==> config.mk <==
export PLATFORM = sky130hd
export DESIGN_NAME = joystick_filter_deadband_pwm
export DESIGN_NICKNAME = d
export VERILOG_FILES = /design/src/rtl/jfdp_pkg.sv /design/src/rtl/jfdp_serial_mul.sv /design/src/rtl/joystick_filter_deadband_pwm.sv
export VERILOG_INCLUDE_DIRS = /design/src /design/src/rtl
export SDC_FILE = /design/constraint.sdc
export NUM_CORES = 1
export LEC_CHECK = 0
export BUFFER_PORTS_ARGS = -buffer_cell sky130_fd_sc_hd__buf_2
export CAP_MARGIN = 20
export CORE_MARGIN = 1
export CORE_UTILIZATION = 50
export CTS_CLUSTER_DIAMETER = 150
export DETAILED_ROUTE_END_ITERATION = 6
export PLACE_DENSITY = 0.67
export SKIP_LAST_GASP = 1
export SLEW_MARGIN = 30
export SYNTH_ARGS = -nofsm -noshare
export SYNTH_HDL_FRONTEND = slang
export SYNTH_SLANG_ARGS = --single-unit
==> constraint.sdc <==
create_clock -name clk_i -period 5.35 [get_ports clk_i]
set_clock_uncertainty 0.05 [all_clocks]
set_input_delay 0.2675 -clock clk_i [delete_from_list [all_inputs] [get_ports clk_i]]
set_output_delay 0.2675 -clock clk_i [all_outputs]
set_load 0.005 [all_outputs]
==> src/rtl/joystick_filter_deadband_pwm_macros.svh <==
// Assertion macros used by the joystick conditioner top level.
`ifndef JOYSTICK_FILTER_DEADBAND_PWM_MACROS_SVH
`define JOYSTICK_FILTER_DEADBAND_PWM_MACROS_SVH

// Same-cycle implication, disabled while reset is asserted.
`define JFDP_ASSERT_IMPL(label, clk, rst_n, ante, cons, msg) \
  label: assert property (@(posedge clk) disable iff (!rst_n) (ante) |-> (cons)) \
    else $error(msg);

// Next-cycle implication, disabled while reset is asserted.
`define JFDP_ASSERT_NEXT(label, clk, rst_n, ante, cons, msg) \
  label: assert property (@(posedge clk) disable iff (!rst_n) (ante) |=> (cons)) \
    else $error(msg);

`endif

==> src/rtl/jfdp_pkg.sv <==
// Types, widths, reset values and helpers of the joystick conditioner.
package jfdp_pkg;

  localparam int SAMPLE_BITS  = 12;
  localparam int FRAC_BITS    = 8;
  localparam int Y_W          = SAMPLE_BITS + FRAC_BITS;
  localparam int ALPHA_W      = 9;
  localparam int WEIGHT_SHIFT = 8;
  localparam logic [ALPHA_W-1:0] ALPHA_ONE = ALPHA_W'(1 << WEIGHT_SHIFT);
  localparam int EDGE_W       = 12;
  localparam int GAIN_W       = 16;
  localparam int GAIN_SHIFT   = 8;
  localparam int OUT_W        = 16;
  localparam int FILT_OUT_W   = 12;
  localparam int ZONE_W       = 2;
  localparam int DIST_W       = (SAMPLE_BITS > EDGE_W) ? SAMPLE_BITS : EDGE_W;
  localparam int D_W          = Y_W + 1;
  localparam int MCAND_W      = (D_W > GAIN_W + 1) ? D_W : GAIN_W + 1;
  localparam int MPLR_W       = (DIST_W > ALPHA_W) ? DIST_W : ALPHA_W;
  localparam int PROD_W       = MCAND_W + MPLR_W;
  localparam int CNT_W        = $clog2(MPLR_W);
  localparam int MAP_W        = GAIN_W + DIST_W - GAIN_SHIFT;
  localparam int SUM_W        = ((MAP_W > OUT_W) ? MAP_W : OUT_W) + 1;
  localparam int IN_TDATA_W   = ((SAMPLE_BITS + 7) / 8) * 8;
  localparam int OUT_FIELDS_W = FILT_OUT_W + ZONE_W + 3 * OUT_W;
  localparam int OUT_TDATA_W  = ((OUT_FIELDS_W + 7) / 8) * 8;
  localparam int CFG_IDX_W    = 3;
  localparam int CFG_DATA_W   = 16;

  localparam logic [ALPHA_W-1:0] ALPHA_RST   = ALPHA_W'(26);
  localparam logic [EDGE_W-1:0]  START_RST   = EDGE_W'(2048);
  localparam logic [EDGE_W-1:0]  UPPER_RST   = EDGE_W'(2148);
  localparam logic [EDGE_W-1:0]  LOWER_RST   = EDGE_W'(1948);
  localparam logic [GAIN_W-1:0]  GAIN_RST    = GAIN_W'(256);
  localparam logic [OUT_W-1:0]   OUT_MIN_RST = OUT_W'(0);
  localparam logic [OUT_W-1:0]   OUT_MAX_RST = OUT_W'(1000);

  typedef enum logic [CFG_IDX_W-1:0] {
    REG_ALPHA        = 3'd0,
    REG_FILTER_START = 3'd1,
    REG_UPPER_EDGE   = 3'd2,
    REG_LOWER_EDGE   = 3'd3,
    REG_GAIN         = 3'd4,
    REG_OUT_MIN      = 3'd5,
    REG_OUT_MAX      = 3'd6
  } cfg_reg_e;

  typedef enum logic [ZONE_W-1:0] {
    ZONE_IN    = 2'd0,
    ZONE_ABOVE = 2'd1,
    ZONE_BELOW = 2'd2
  } zone_e;

  typedef enum logic [2:0] {
    ST_IDLE,
    ST_FILT,
    ST_UPD,
    ST_ZONE,
    ST_MAP,
    ST_SUM,
    ST_OUT
  } state_e;

  typedef struct packed {
    logic               start;
    logic [MCAND_W-1:0] mcand;
    logic [MPLR_W-1:0]  mplr;
  } mul_req_t;

  typedef struct packed {
    logic              busy;
    logic              done;
    logic [PROD_W-1:0] product;
  } mul_rsp_t;

  // Filter state loaded from a start value, truncated to the sample width.
  function automatic logic [Y_W-1:0] start_to_filter(input logic [EDGE_W-1:0] fs);
    logic [DIST_W-1:0] fs_ext;
    fs_ext = DIST_W'(fs);
    return {fs_ext[SAMPLE_BITS-1:0], {FRAC_BITS{1'b0}}};
  endfunction

endpackage

==> src/rtl/jfdp_serial_mul.sv <==
// Bit-serial shift-and-add multiplier, signed multiplicand, unsigned multiplier.
module jfdp_serial_mul (
  input  logic               clk_i,
  input  logic               rst_ni,
  input  jfdp_pkg::mul_req_t req_i,
  output jfdp_pkg::mul_rsp_t rsp_o
);
  import jfdp_pkg::*;

  logic [PROD_W-1:0]  acc_q, acc_d, addend;
  logic [MCAND_W-1:0] mcand_q;
  logic [MPLR_W-1:0]  mplr_q;
  logic [CNT_W-1:0]   cnt_q;
  logic               busy_q, done_q;

  // One multiplier bit per cycle, most significant bit first.
  always_comb begin
    addend = mplr_q[MPLR_W-1] ? PROD_W'($signed(mcand_q)) : '0;
    acc_d  = {acc_q[PROD_W-2:0], 1'b0} + addend;
  end

  always_ff @(posedge clk_i or negedge rst_ni) begin
    if (!rst_ni) begin
      busy_q <= 1'b0;
      done_q <= 1'b0;
      cnt_q  <= '0;
    end else begin
      done_q <= 1'b0;
      if (req_i.start) begin
        busy_q <= 1'b1;
        cnt_q  <= CNT_W'(MPLR_W - 1);
      end else if (busy_q) begin
        cnt_q <= cnt_q - CNT_W'(1);
        if (cnt_q == '0) begin
          busy_q <= 1'b0;
          done_q <= 1'b1;
        end
      end
    end
  end

  always_ff @(posedge clk_i) begin
    if (req_i.start) begin
      acc_q   <= '0;
      mcand_q <= req_i.mcand;
      mplr_q  <= req_i.mplr;
    end else if (busy_q) begin
      acc_q  <= acc_d;
      mplr_q <= {mplr_q[MPLR_W-2:0], 1'b0};
    end
  end

  assign rsp_o.busy    = busy_q;
  assign rsp_o.done    = done_q;
  assign rsp_o.product = acc_q;

endmodule

==> src/rtl/joystick_filter_deadband_pwm.sv <==
// Top level of the two-axis joystick conditioner: low-pass filter, dead band, PWM mapping.
//
// Samples enter on the s_axis channel: tdata carries the ADC sample, tuser selects the
// axis. Every accepted sample produces exactly one transfer on the m_axis channel with
// the truncated filter output, the dead-band zone and all three PWM compare values.
// Registers are written through the cfg channel, which is always ready; write them only
// while no sample is in flight. Writing filter_start reloads both axis filters.
// A new sample can be taken in the cycle after the result of the previous one is registered.
// The pace is set by the single bit-serial multiplier, which runs once for the filter
// update and once for the gain mapping, one multiplier bit per cycle.
// The result sits in an output register, so a new sample is accepted while the
// previous result still waits; if the receiver stalls, the finished result of the
// following sample holds in the block until the output register frees up.
// Reset loads the register defaults, sets both filters to filter_start and clears
// all compare values. Only one sample is processed at a time.
`include "joystick_filter_deadband_pwm_macros.svh"

module joystick_filter_deadband_pwm (
  input  logic                             clk_i,
  input  logic                             rst_ni,
  // Sample channel.
  input  logic                             s_axis_tvalid,
  output logic                             s_axis_tready,
  input  logic [jfdp_pkg::IN_TDATA_W-1:0]  s_axis_tdata,  // [11:0] sample, rest zero
  input  logic                             s_axis_tuser,  // [0] channel
  // Result channel.
  output logic                             m_axis_tvalid,
  input  logic                             m_axis_tready,
  // [11:0] filtered, [13:12] zone, [29:14] compare_one, [45:30] compare_two,
  // [61:46] compare_three, [63:62] zero
  output logic [jfdp_pkg::OUT_TDATA_W-1:0] m_axis_tdata,
  // Configuration write channel.
  input  logic                             cfg_valid_i,
  output logic                             cfg_ready_o,
  input  logic [jfdp_pkg::CFG_IDX_W-1:0]   cfg_index_i,
  input  logic [jfdp_pkg::CFG_DATA_W-1:0]  cfg_data_i
);
  import jfdp_pkg::*;

  state_e state_q, state_d;

  // Configuration registers.
  logic [ALPHA_W-1:0] alpha_q;
  logic [EDGE_W-1:0]  upper_q, lower_q;
  logic [GAIN_W-1:0]  gain_q;
  logic [OUT_W-1:0]   out_min_q, out_max_q;

  // Per-axis filter state and the three compare registers.
  logic [Y_W-1:0]   filt_q [2];
  logic [OUT_W-1:0] comp_q [3];
  logic [OUT_W-1:0] comp_nxt [3];

  // Working registers of the sample in flight.
  logic              ch_q;
  logic [Y_W-1:0]    y_q;
  logic [DIST_W-1:0] f_q;
  zone_e             zone_q;
  logic [OUT_W-1:0]  c_q;

  logic                   out_valid_q;
  logic [OUT_TDATA_W-1:0] out_data_q;

  logic in_fire, out_free, cfg_fire;

  logic [ALPHA_W-1:0] a_eff;
  logic [Y_W-1:0]     x_ext, y_cur, y_new;
  logic [D_W-1:0]     diff;
  logic [PROD_W-1:0]  total;
  logic [DIST_W-1:0]  upper_ext, lower_ext, defl;
  zone_e              zone_d;
  logic [SUM_W-1:0]   map_sum;
  logic [OUT_W-1:0]   c_d;

  mul_req_t mul_req;
  mul_rsp_t mul_rsp;

  assign in_fire       = s_axis_tvalid & s_axis_tready;
  assign out_free      = !out_valid_q || m_axis_tready;
  assign cfg_ready_o   = 1'b1;
  assign cfg_fire      = cfg_valid_i & cfg_ready_o;
  assign s_axis_tready = (state_q == ST_IDLE);

  // Weights above one count as one: the output then follows the sample.
  assign a_eff = (alpha_q > ALPHA_ONE) ? ALPHA_ONE : alpha_q;

  // Filter update is written as y + a*(x - y) so that one multiply does the job.
  assign x_ext = {s_axis_tdata[SAMPLE_BITS-1:0], {FRAC_BITS{1'b0}}};
  assign y_cur = filt_q[s_axis_tuser];
  assign diff  = D_W'(x_ext) - D_W'(y_cur);
  assign total = PROD_W'({y_q, {WEIGHT_SHIFT{1'b0}}}) + mul_rsp.product;
  assign y_new = total[WEIGHT_SHIFT +: Y_W];

  // Dead-band decision; the upper edge is tested first and wins on overlap.
  assign upper_ext = DIST_W'(upper_q);
  assign lower_ext = DIST_W'(lower_q);
  always_comb begin
    if (f_q >= upper_ext) begin
      zone_d = ZONE_ABOVE;
      defl   = f_q - upper_ext;
    end else if (f_q <= lower_ext) begin
      zone_d = ZONE_BELOW;
      defl   = lower_ext - f_q;
    end else begin
      zone_d = ZONE_IN;
      defl   = '0;
    end
  end

  // Mapping: out_min plus the scaled deflection, saturated at out_max without wrap; out_min inside the band.
  assign map_sum = SUM_W'(out_min_q) + SUM_W'(mul_rsp.product[GAIN_SHIFT +: MAP_W]);
  always_comb begin
    if (zone_q == ZONE_IN) begin
      c_d = out_min_q;
    end else if (map_sum > SUM_W'(out_max_q)) begin
      c_d = out_max_q;
    end else begin
      c_d = map_sum[OUT_W-1:0];
    end
  end

  // The multiplier is shared: filter weight first, then the mapping gain.
  always_comb begin
    mul_req.start = in_fire || (state_q == ST_ZONE);
    if (state_q == ST_ZONE) begin
      mul_req.mcand = MCAND_W'(gain_q);
      mul_req.mplr  = MPLR_W'(defl);
    end else begin
      mul_req.mcand = MCAND_W'($signed(diff));
      mul_req.mplr  = MPLR_W'(a_eff);
    end
  end

  jfdp_serial_mul u_mul (
    .clk_i  (clk_i),
    .rst_ni (rst_ni),
    .req_i  (mul_req),
    .rsp_o  (mul_rsp)
  );

  // Channel 0 steers compare three above the band, compare two below it and both inside it;
  // channel 1 always drives compare one.
  always_comb begin
    comp_nxt = comp_q;
    if (ch_q == 1'b0) begin
      unique case (zone_q)
        ZONE_ABOVE: comp_nxt[2] = c_q;
        ZONE_BELOW: comp_nxt[1] = c_q;
        default: begin
          comp_nxt[1] = c_q;
          comp_nxt[2] = c_q;
        end
      endcase
    end else begin
      comp_nxt[0] = c_q;
    end
  end

  always_comb begin
    state_d = state_q;
    unique case (state_q)
      ST_IDLE: if (in_fire) state_d = ST_FILT;
      ST_FILT: if (mul_rsp.done) state_d = ST_UPD;
      ST_UPD:  state_d = ST_ZONE;
      ST_ZONE: state_d = ST_MAP;
      ST_MAP:  if (mul_rsp.done) state_d = ST_SUM;
      ST_SUM:  state_d = ST_OUT;
      ST_OUT:  if (out_free) state_d = ST_IDLE;
      default: state_d = ST_IDLE;
    endcase
  end

  always_ff @(posedge clk_i or negedge rst_ni) begin
    if (!rst_ni) begin
      state_q <= ST_IDLE;
    end else begin
      state_q <= state_d;
    end
  end

  // Configuration registers and filter state.
  always_ff @(posedge clk_i or negedge rst_ni) begin
    if (!rst_ni) begin
      alpha_q   <= ALPHA_RST;
      upper_q   <= UPPER_RST;
      lower_q   <= LOWER_RST;
      gain_q    <= GAIN_RST;
      out_min_q <= OUT_MIN_RST;
      out_max_q <= OUT_MAX_RST;
      filt_q[0] <= start_to_filter(START_RST);
      filt_q[1] <= start_to_filter(START_RST);
    end else begin
      if (cfg_fire) begin
        unique case (cfg_reg_e'(cfg_index_i))
          REG_ALPHA:        alpha_q <= cfg_data_i[ALPHA_W-1:0];
          REG_FILTER_START: begin
            filt_q[0] <= start_to_filter(cfg_data_i[EDGE_W-1:0]);
            filt_q[1] <= start_to_filter(cfg_data_i[EDGE_W-1:0]);
          end
          REG_UPPER_EDGE:   upper_q   <= cfg_data_i[EDGE_W-1:0];
          REG_LOWER_EDGE:   lower_q   <= cfg_data_i[EDGE_W-1:0];
          REG_GAIN:         gain_q    <= cfg_data_i[GAIN_W-1:0];
          REG_OUT_MIN:      out_min_q <= cfg_data_i[OUT_W-1:0];
          REG_OUT_MAX:      out_max_q <= cfg_data_i[OUT_W-1:0];
          default: ;
        endcase
      end
      if (state_q == ST_UPD) begin
        filt_q[ch_q] <= y_new;
      end
    end
  end

  // Compare registers and the output valid flag.
  always_ff @(posedge clk_i or negedge rst_ni) begin
    if (!rst_ni) begin
      comp_q[0]   <= '0;
      comp_q[1]   <= '0;
      comp_q[2]   <= '0;
      out_valid_q <= 1'b0;
    end else begin
      if (state_q == ST_OUT && out_free) begin
        comp_q      <= comp_nxt;
        out_valid_q <= 1'b1;
      end else if (m_axis_tready) begin
        out_valid_q <= 1'b0;
      end
    end
  end

  // Datapath registers of the sample in flight.
  always_ff @(posedge clk_i) begin
    if (in_fire) begin
      ch_q <= s_axis_tuser;
      y_q  <= y_cur;
    end
    if (state_q == ST_UPD) begin
      f_q <= DIST_W'(y_new[Y_W-1:FRAC_BITS]);
    end
    if (state_q == ST_ZONE) begin
      zone_q <= zone_d;
    end
    if (state_q == ST_SUM) begin
      c_q <= c_d;
    end
    if (state_q == ST_OUT && out_free) begin
      out_data_q <= OUT_TDATA_W'({comp_nxt[2], comp_nxt[1], comp_nxt[0], zone_q,
                                  f_q[FILT_OUT_W-1:0]});
    end
  end

  assign m_axis_tvalid = out_valid_q;
  assign m_axis_tdata  = out_data_q;

  `JFDP_ASSERT_NEXT(a_accept_starts_mul, clk_i, rst_ni, in_fire, mul_rsp.busy, "multiplier not started by sample")
  `JFDP_ASSERT_IMPL(a_done_when_waiting, clk_i, rst_ni, mul_rsp.done, state_q == ST_FILT || state_q == ST_MAP, "multiplier done outside a wait state")
  `JFDP_ASSERT_IMPL(a_mul_idle_at_out, clk_i, rst_ni, state_q == ST_OUT, !mul_rsp.busy, "multiplier busy while result is issued")
  `JFDP_ASSERT_NEXT(a_map_saturates, clk_i, rst_ni, state_q == ST_SUM, zone_q == ZONE_IN || c_q <= out_max_q, "mapped compare above out_max")

endmodule

==> results.md, run 1 <==
- Status: finished, final reports clean
- Mapped cell area: 19400 um2
- PwrDens: 595 nW/um2
- Die area: 39600 um2
- Number of nets in the layout: 2026
- H-tree Lvls: 2
- Most frequent cells in the layout: 167 x mux2_2, 156 x dfrtp_1, 146 x edfxtp_1
- Distinct cells, synth: 77
- Crit path capture type: flop
- CTS max path bufs: 3
- Largest net degree at the start of global routing: 177
- Worst hold start: m_axis_tready
- Tcrit/Tclk final: 84.0%
- Gate Count Post-Synth: 1760
- TritonCTS buffer count: 40
- Yosys Warn Count: 0
- Die width: 199 um
- Final wirelength: 48000 um
- Critical-path maximum fanout: 16
- Drt pass-1 iters: 6
- Synth Register Bits: 353
- Final ANT Viol Nets: 0
- Sum Neg Setup Slack: 0 ns
- Layout cells sized above 1: 21.3%
- Post-CTS setup buffers: 0
- Cell taking the most area after synthesis: edfxtp_1
- Minimum clock period: 4.49 ns
- Yosys top cell area share: 22.6%
- Setup violators final: 0
- Placed Cells: 2324
- Critical R2R Launch: u_mul.acc_q[9]
- GR Overflow Total: 0
- CTS tree: built
- Iter 0 DRT Violations: 778
- CP Class: reg -> reg
- Tot Pwr: 13100 uW
- Average size of a mapped cell: 11.0 um2
- Top-level I/O count: 108
- Post-synth EDFFs: 146
- Register area share after synthesis: 48.7%
- Reg clk slew, reported paths: 0.06 ns
- Post-Place Cell Area: 20500 um2
- DP HPWL: 34200 um
- Vias: 13700
- Antenna violations before repair: 5
- Worst path required time: 5.59 ns
- Max-cap check violation count: 0
- IO Port Bufs: 100
- Rows: 71
- Vias in the first global route: 13300
- Number of remaining DRC errors: 0
- Post-route cell area: 21900 um2
- Hold Fails Final Rpt: 0
- Pre-CTS setup slack: 0.854 ns
- Leakage power: 0.00971 uW
- Most common cell after layout, fill and taps aside: mux2_2
- Worst Setup Slack, final: 0.856 ns
- Worst slew pin tran: 0.888 ns
- Setup crit start: u_mul.acc_q[9]
- Largest cells by area after synthesis: edfxtp_1 23%, dfrtp_1 20%, mux2_2 9.7%
- Pins Over Slew Limit: 0
- Top FF cell, synth: dfrtp_1
- FMAX: 0.223 GHz
- Cell at the root of the clock tree: clkbuf_16
- Initial Util: 51.1%
- GP Congestion: 0.919
- Core area: 37900 um2
- Tot GR Track Use: 24.8%
- Slew headroom: 40.8%
- Async S/R FF share, synth: 50.7%
- Die Height: 199 um
- Area Overhead vs Synth: 13.1%
- Num Clock Sinks: 353
- Crit path DAT: 4.73 ns
- VDD IR-drop max: 0.269 mV
- First-pass GRT wire length: 74300 um
- RSZ-0062 raised after global routing: no
- Critical path startpoint category: flop
- Wire per inst: 19.9 um
- Final std cells w/o fill: 2411
- DR vias/cell: 5.69
- Path category of the worst min-delay check: in -> reg
- Clk_lat worst skew: 0.56 ns
[cell usage after synthesis, drive strengths merged (13+ instances only)]
master  instances
nor3           36
nor2           87
dfxtp          28
dfrtp         156
mux2          170
inv           110
o21a           15
nand4          13
and2           33
a21o           28
xor2           24
mux2i          52
a21oi         117
a211oi         26
nand2b         16
dfstp          23
ha            116
buf            16
clkbuf         49
o21ai         106
and3           18
a31oi          17
xnor2          57
nand2         122
nand3          38
edfxtp        146
[repair_timing]
action	4_1_cts	5_1_grt
hold buffers	7	0
gates resized for setup	0	0
hold endpoints to repair	166	0
[registers in the layout (all words and copies together), names as in the netlist]
| name | count |
|---|---|
| f_q | 12 |
| u_mul.busy_q | 1 |
| y_q | 20 |
| m_axis_tvalid | 1 |
| u_mul.done_q | 1 |
| u_mul.cnt_q | 4 |
| comp_q | 48 |
| u_mul.mcand_q | 21 |
| u_mul.mplr_q | 12 |
| lower_ext | 12 |
| m_axis_tdata | 62 |
| out_max_q | 16 |
| c_q | 16 |
| out_min_q | 16 |
| zone_q | 2 |
| u_mul.acc_q | 28 |
| state_q | 3 |
| gain_q | 16 |
| upper_ext | 12 |
| filt_q | 40 |
| alpha_q | 9 |
| ch_q | 1 |
[stage by stage]
stage,util [%],hold slack [ns]
global placement,53.9,0.00201
CTS,57.7,0.000930
detailed placement,53.9,0.00324
global route,57.8,0.0339
floorplan,-,-0.0781
finish,57.8,0.0210
[kinds of logic after synthesis]
| logic type | Yosys count | synth area share (%) |
|---|---|---|
| other | 2 | 0.0387 |
| AO/OA/AOI/OAI | 380 | 12.4 |
| buffers and inverters | 175 | 3.58 |
| AND/OR/NAND/NOR | 426 | 10.9 |
| multiplexers | 222 | 12.7 |
| XOR/XNOR | 81 | 3.66 |
| adder cells (fa/ha/maj) | 121 | 8.00 |
| flip-flops | 353 | 48.7 |
[metal layers]
metal,track usage [%],vias to the layer above,wire length (um)
met3,4.04,74,2590
met1,33.8,6676,22000
met2,39.3,353,22000
met4,10.2,2,1460
met5,0,-,13
li1,-,6607,-
[final timing paths]
kind / slack [ns] / cells past startpoint / to
hold / removal: 0.02 / 3 / m_axis_tvalid
min in group asynchronous: 0.22 / 3 / comp_q[37]
setup reg to reg: 0.86 / 16 / c_q[11]
setup / recovery: 0.86 / 16 / c_q[11]
hold reg to reg: 0.43 / 2 / u_mul.acc_q[0]
max in group asynchronous: 4.05 / 4 / filt_q[3]
[worst max-delay path, stage by stage (launching register included)]
cell	delay, ns
dfxtp_1	0.44
ha_1	0.29
a211oi_1	0.29
o21ai_0	0.17
and2_1	0.18
o21ai_0	0.15
nand2b_1	0.13
a2111o_1	0.42
o2111ai_1	0.16
ha_1	0.29
nand4_1	0.12
a211o_1	0.13
a31oi_1	0.09
o41ai_1	0.56
o211ai_4	0.40
mux2i_1	0.25
o21ai_0	0.11
[power breakdown]
part	switching, uW	internal, uW
clock	1140	1680
sequential	587	3910
combinational	3320	2430
[cell type report]
cell class | count | area [um2]
repair buffers | 126 | 778
flip-flops and latches | 353 | 9450
multi-input cells | 1233 | 9280
inverters | 110 | 414
diodes | 5 | 12.5
well taps | 511 | 639
clock inverters | 21 | 240
fillers | 3233 | 16000
clock buffers | 52 | 1120
(Power assumes the default switching activity.)
==> inputs of run 2 (changes only) <==
Settings changed: ABC_AREA from default to 1, PLACE_DENSITY 0.67 to 0.7.
Clock period 5.35 ns to 3.75 ns, I/O delays scaled along.
==> results.md, run 2 <==
- Crit path DAT: 3.86 ns
- Worst path required time: 4.01 ns
- Hold Crit Depth: 3
- First-pass GRT wire length: 90800 um
- Worst Setup Slack, final: 0.151 ns
- FMAX: 0.278 GHz
- Num Clock Sinks: 353
- Tot Pwr: 20200 uW
- Pins Over Slew Limit: 0
- Worst slew pin tran: 1.04 ns
- Critical path startpoint category: flop
- Final ANT Viol Nets: 0
- DR vias/cell: 5.43
- Core area: 40700 um2
- Vias in the first global route: 16700
- Cell taking the most area after synthesis: edfxtp_1
- Critical path's slowest cell: fa_2
- Largest net degree at the start of global routing: 75
- CP Class: reg -> reg
- Tcrit/Tclk final: 96.0%
- Post-synth EDFFs: 146
- R2R depth: 26
- Crit path capture type: flop
- Number of nets in the layout: 2852
- TritonCTS buffer count: 39
- Crit-path max cell delay: 0.40 ns
- Drt pass-1 iters: 5
- Async S/R FF share, synth: 50.7%
- Die area: 42000 um2
- Cell at the root of the clock tree: clkbuf_16
- PwrDens: 863 nW/um2
- Average size of a mapped cell: 8.01 um2
- Number of remaining DRC errors: 0
- Footprint of the multi-input gates: 9570 um2
- Vias: 17700
- Hold Fails Final Rpt: 0
- Die width: 205 um
- Tot GR Track Use: 28.3%
- Fillers: 3740
- Reg clk slew, reported paths: 0.06 ns
- Top-level I/O count: 108
- GR Overflow Total: 0
- Hold EP: out_max_q[14]
- Most common cell after layout, fill and taps aside: nand2_1
- Wire per inst: 18.1 um
- Synth Register Bits: 353
- Iter 0 DRT Violations: 1337
- Top FF cell, synth: dfrtp_1
- Synth cell count leaders: 730 x nand2_1, 363 x inv_1, 272 x o21ai_0
- Largest register FFs: 62
- Die Height: 205 um
- Reg-to-reg slack, setup: 0.15 ns
- DP HPWL: 44000 um
- Layout cells sized above 1: 12.2%
- Max-cap check violation count: 0
- Area Overhead vs Synth: 13.5%
- Critical-path maximum fanout: 7
- Final wirelength: 58900 um
- CTS max path bufs: 3
- Slew headroom: 30.2%
- Leakage power: 0.0115 uW
- Largest cells by area after synthesis: edfxtp_1 21%, dfrtp_1 19%, nand2_1 13%
- Register area share after synthesis: 45.9%
- Antenna cells: 0
- Most frequent cells in the layout: 717 x nand2_1, 356 x inv_1, 271 x o21ai_0
- Yosys top cell area share: 21.3%
- Initial Util: 50.6%
- Rows: 74
- Pre-CTS setup slack: 0.0516 ns
- IO Port Bufs: 100
- Clk_lat worst skew: 0.57 ns
- GP Congestion: 0.992
- Mapped cell area: 20600 um2
- VDD IR-drop max: 0.410 mV
- Setup violators final: 0
- Yosys Warn Count: 0
- Most numerous cell in the Yosys netlist: nand2_1
- RR Endpoint: c_q[0]
- Most used cell, CP: nand2_1
- Critical R2R Launch: out_min_q[0]
- Distinct cells, synth: 59
- Antenna violations before repair: 1
- Gate Count Post-Synth: 2574
- Path category of the worst min-delay check: in -> reg
- Minimum clock period: 3.60 ns
- CTS tree: built
- Worst hold start: cfg_data_i[14]
- Status: finished, final reports clean
- Register Area: 9460 um2
- H-tree Lvls: 2
run 2: changes by cell type after synthesis, sizes merged, moves of 57 or more:
| cell | previous run | this run |
|---|---|---|
| inv | 110 | 378 |
| nand2 | 122 | 744 |
| o21ai | 106 | 286 |
| nand3 | 38 | 130 |
| nor2 | 87 | 144 |
| mux2 | 170 | 0 |
run 2: area by class of cell:
class / count / area share [%]
clock buffer: 52 / 4.60
clock inverter: 20 / 0.925
inverter: 378 / 6.07
multi-input combinational: 1767 / 40.9
sequential: 353 / 40.4
tap: 532 / 2.84
timing repair buffer: 151 / 4.22
run 2: power breakdown:
part	total (uW)	leakage (uW)	switching [uW]	internal (uW)
clock network	3900	0.000630	1600	2300
registers	6440	0.00382	821	5620
logic	9850	0.00707	6410	3440
run 2: how the worst max path moves through the flow:
stage / from / end
after detailed placement: out_min_q[0] / c_q[14]
after CTS: out_min_q[0] / c_q[7]
after global routing: out_min_q[4] / c_q[7]
after global placement: out_min_q[0] / c_q[3]
final: out_min_q[0] / c_q[0]
after floorplan: state_q[0] / m_axis_tdata[0]
run 2: logic make-up (layout without fill, tap and decap cells):
family,Yosys count,count (layout),synth area share (%)
compound gates,477,477,12.7
xor+xnor,67,67,2.85
fa+ha+maj,121,121,7.53
buf+inv,456,601,8.61
flops,353,353,45.9
other cells,2,3,0.0364
simple gates,1098,1099,22.5
run 2: metal layers:
layer	share of wire (%)	vias up	global-route usage, %	wire (um)
met5	0	-	0	0
met3	6.0	133	4.34	3520
met2	47	556	46.4	27400
li1	-	8640	-	-
met4	4.9	0	13.5	2860
met1	43	8331	36.5	25000
run 2: what timing repair did:
action	CTS	global route
setup buffers	0	8
hold buffers	17	0
endpoints found under the setup margin	0	16
gates resized for setup	0	44
hold endpoints to repair	98	0
run 2: through the flow:
stage                     area (um2)  setup TNS [ns]  utilization [%]  instances  hold slack, ns
after floorplan                20600               0                -       2575          -0.158
after global placement         21700               0             53.2       3154           0.225
after detailed placement       21700               0             53.2       3154           0.230
after CTS                      23100               0             56.8       3243         0.00358
after global routing           23400          -0.973             57.4       3253          0.0182
final                          23400               0             57.4       3253          0.0157
run 2: worst max-delay path: cells and delay by family (launching register included):
kind                     cells  cell delay, ns
buffers and inverters        4            0.39
adder cells (fa/ha/maj)      3            0.91
AO/OA/AOI/OAI                1            0.11
XOR/XNOR                     1            0.19
AND/OR/NAND/NOR             17            1.29
flip-flops                   1            0.37
==> inputs of run 3 (changes only) <==
Settings changed: CORE_MARGIN 1 to 3, MAX_ROUTING_LAYER from default to met4.
==> results.md, run 3 (synthesized netlist as in run 2, its figures left out) <==
- Iter 0 DRT Violations: 1385
- Most frequent cells in the layout: 714 x nand2_1, 357 x inv_1, 271 x o21ai_0
- DR vias/cell: 5.45
- Setup crit start: out_min_q[0]
- TritonCTS buffer count: 40
- Number of nets in the layout: 2854
- Placed Cells: 3150
- CTS tree: built
- Reg-to-reg slack, setup: 0.24 ns
- Setup violators final: 0
- Leakage power: 0.0116 uW
- Minimum clock period: 3.51 ns
- Num Clock Sinks: 353
- Worst slew pin tran: 0.922 ns
- Critical Path End: c_q[4]
- FMAX: 0.285 GHz
- Largest net degree at the start of global routing: 93
- VDD IR-drop max: 0.400 mV
- Footprint of the multi-input gates: 9580 um2
- PwrDens: 867 nW/um2
- Final wirelength: 59700 um
- Pins Over Slew Limit: 0
- Crit path capture type: flop
- Critical-path maximum fanout: 8
- Fillers: 3704
- Hold Fails Final Rpt: 0
- Reg clk slew, reported paths: 0.06 ns
- DP HPWL: 44700 um
- Critical R2R Launch: out_min_q[0]
- Antenna violations before repair: 4
- Core area: 40200 um2
- Wire per inst: 18.4 um
- Path category of the worst min-delay check: in -> reg
- Die width: 209 um
- GR Overflow Total: 0
- Vias in the first global route: 17000
- First-pass GRT wire length: 93400 um
- Rows: 73
- Cell at the root of the clock tree: clkbuf_16
- Status: finished, final reports clean
- Top-level I/O count: 108
- H-tree Lvls: 2
- CP Class: reg -> reg
- Layout cells sized above 1: 12.6%
- Tot GR Track Use: 27.9%
- IO Port Bufs: 100
- Final std cells w/o fill: 3251
- Area Overhead vs Synth: 13.8%
- RR Endpoint: c_q[4]
- RSZ-0062 raised after global routing: yes
- Worst path required time: 4.01 ns
- R2R depth: 27
- Slew headroom: 38.5%
- Max-cap check violation count: 0
- Die Height: 209 um
- Register Area: 9460 um2
- Vias: 17700
- Drt pass-1 iters: 6
- Crit path DAT: 3.77 ns
- Post-layout util: 58.4%
- Most common cell after layout, fill and taps aside: nand2_1
- Die area: 43700 um2
- Tcrit/Tclk final: 93.5%
- Largest register FFs: 62
- Final ANT Viol Nets: 0
- CTS max path bufs: 3
- Initial Util: 51.3%
- Number of remaining DRC errors: 0
- GP Congestion: 0.987
- Critical path startpoint category: flop
- Clk_lat worst skew: 0.58 ns
==> run 3: cell count changes in the layout (fill, tap and decap cells not counted), moves of 3 or more <==
cell	change
clkinvlp_4	+4
nand2_1	-3
nand3_2	+3
nand3_1	-3
clkinv_1	-4
nand2_2	+3
clkinv_2	+5
==> run 3: routing by layer <==
layer,up-vias,global-route usage [%],routed length [um]
met3,106,3.72,3440
met2,554,45.2,28100
met4,0,9.10,2070
met5,-,-,0
met1,8409,36.5,26000
li1,8658,-,-
==> run 3: repair_timing <==
action                                  CTS  global route
hold buffers                             17             0
endpoints found under the hold margin    99             0
endpoints found under the setup margin    0            16
buffers inserted                          0             6
resized for setup                         0            44
==> run 3: how the worst min path moves through the flow <==
stage | from | cells past startpoint | slack (ns) | end
after floorplan | rst_ni | 0 | -0.16 | alpha_q[0]
after global placement | rst_ni | 1 | 0.26 | comp_q[30]
after detailed placement | rst_ni | 1 | 0.27 | comp_q[27]
after CTS | cfg_data_i[15] | 3 | 0.0008 | out_min_q[15]
after global routing | cfg_data_i[15] | 3 | 0.02 | out_min_q[15]
final | cfg_data_i[15] | 3 | 0.01 | out_max_q[15]
==> run 3: critical path, cell delays in order (launching register included) <==
cell       delay, ns
dfrtp_1         0.37
ha_2            0.20
inv_2           0.04
fa_2            0.41
inv_2           0.08
nand3_2         0.06
nand3_2         0.09
nand2_1         0.07
nand2_2         0.10
a21oi_2         0.06
xor2_1          0.20
inv_1           0.11
ha_4            0.25
nand2_2         0.07
inv_2           0.04
nand2_1         0.06
nand2_1         0.06
a21oi_2         0.09
nand2_1         0.06
nand2_1         0.05
nand2_1         0.04
nand2_1         0.06
nand2_2         0.07
nand2_4         0.14
clkbuf_16       0.17
nand4_1         0.09
nand3_1         0.11
nand2_1         0.06
==> run 3: layout make-up <==
type / count / area share (%)
antenna: 2 / 0.0213
clock inverter: 25 / 1.32
clock buffer: 49 / 4.50
multi-input combinational: 1767 / 40.8
timing repair buffer: 152 / 4.19
tap: 525 / 2.80
inverter: 378 / 6.06
sequential: 353 / 40.3
==> run 3: where the power goes <==
| part | leakage (uW) | switching [uW] | total, uW | internal (uW) |
|---|---|---|---|---|
| combinational | 0.00708 | 6430 | 9840 | 3410 |
| sequential | 0.00381 | 801 | 6420 | 5620 |
| clock | 0.000660 | 1660 | 4090 | 2440 |
==> run 3: through the flow <==
step                power, uW  setup slack, ns  cell area [um2]  setup TNS, ns  hold slack [ns]
finish                  20400            0.243            23500              0           0.0129
global route            21900          -0.0334            23500         -0.200           0.0222
CTS                     19900           0.0805            23200              0         0.000846
detailed placement      15800            0.111            21700              0            0.271
global placement        15500            0.185            21700              0            0.264
floorplan               12900            0.323            20600              0           -0.158
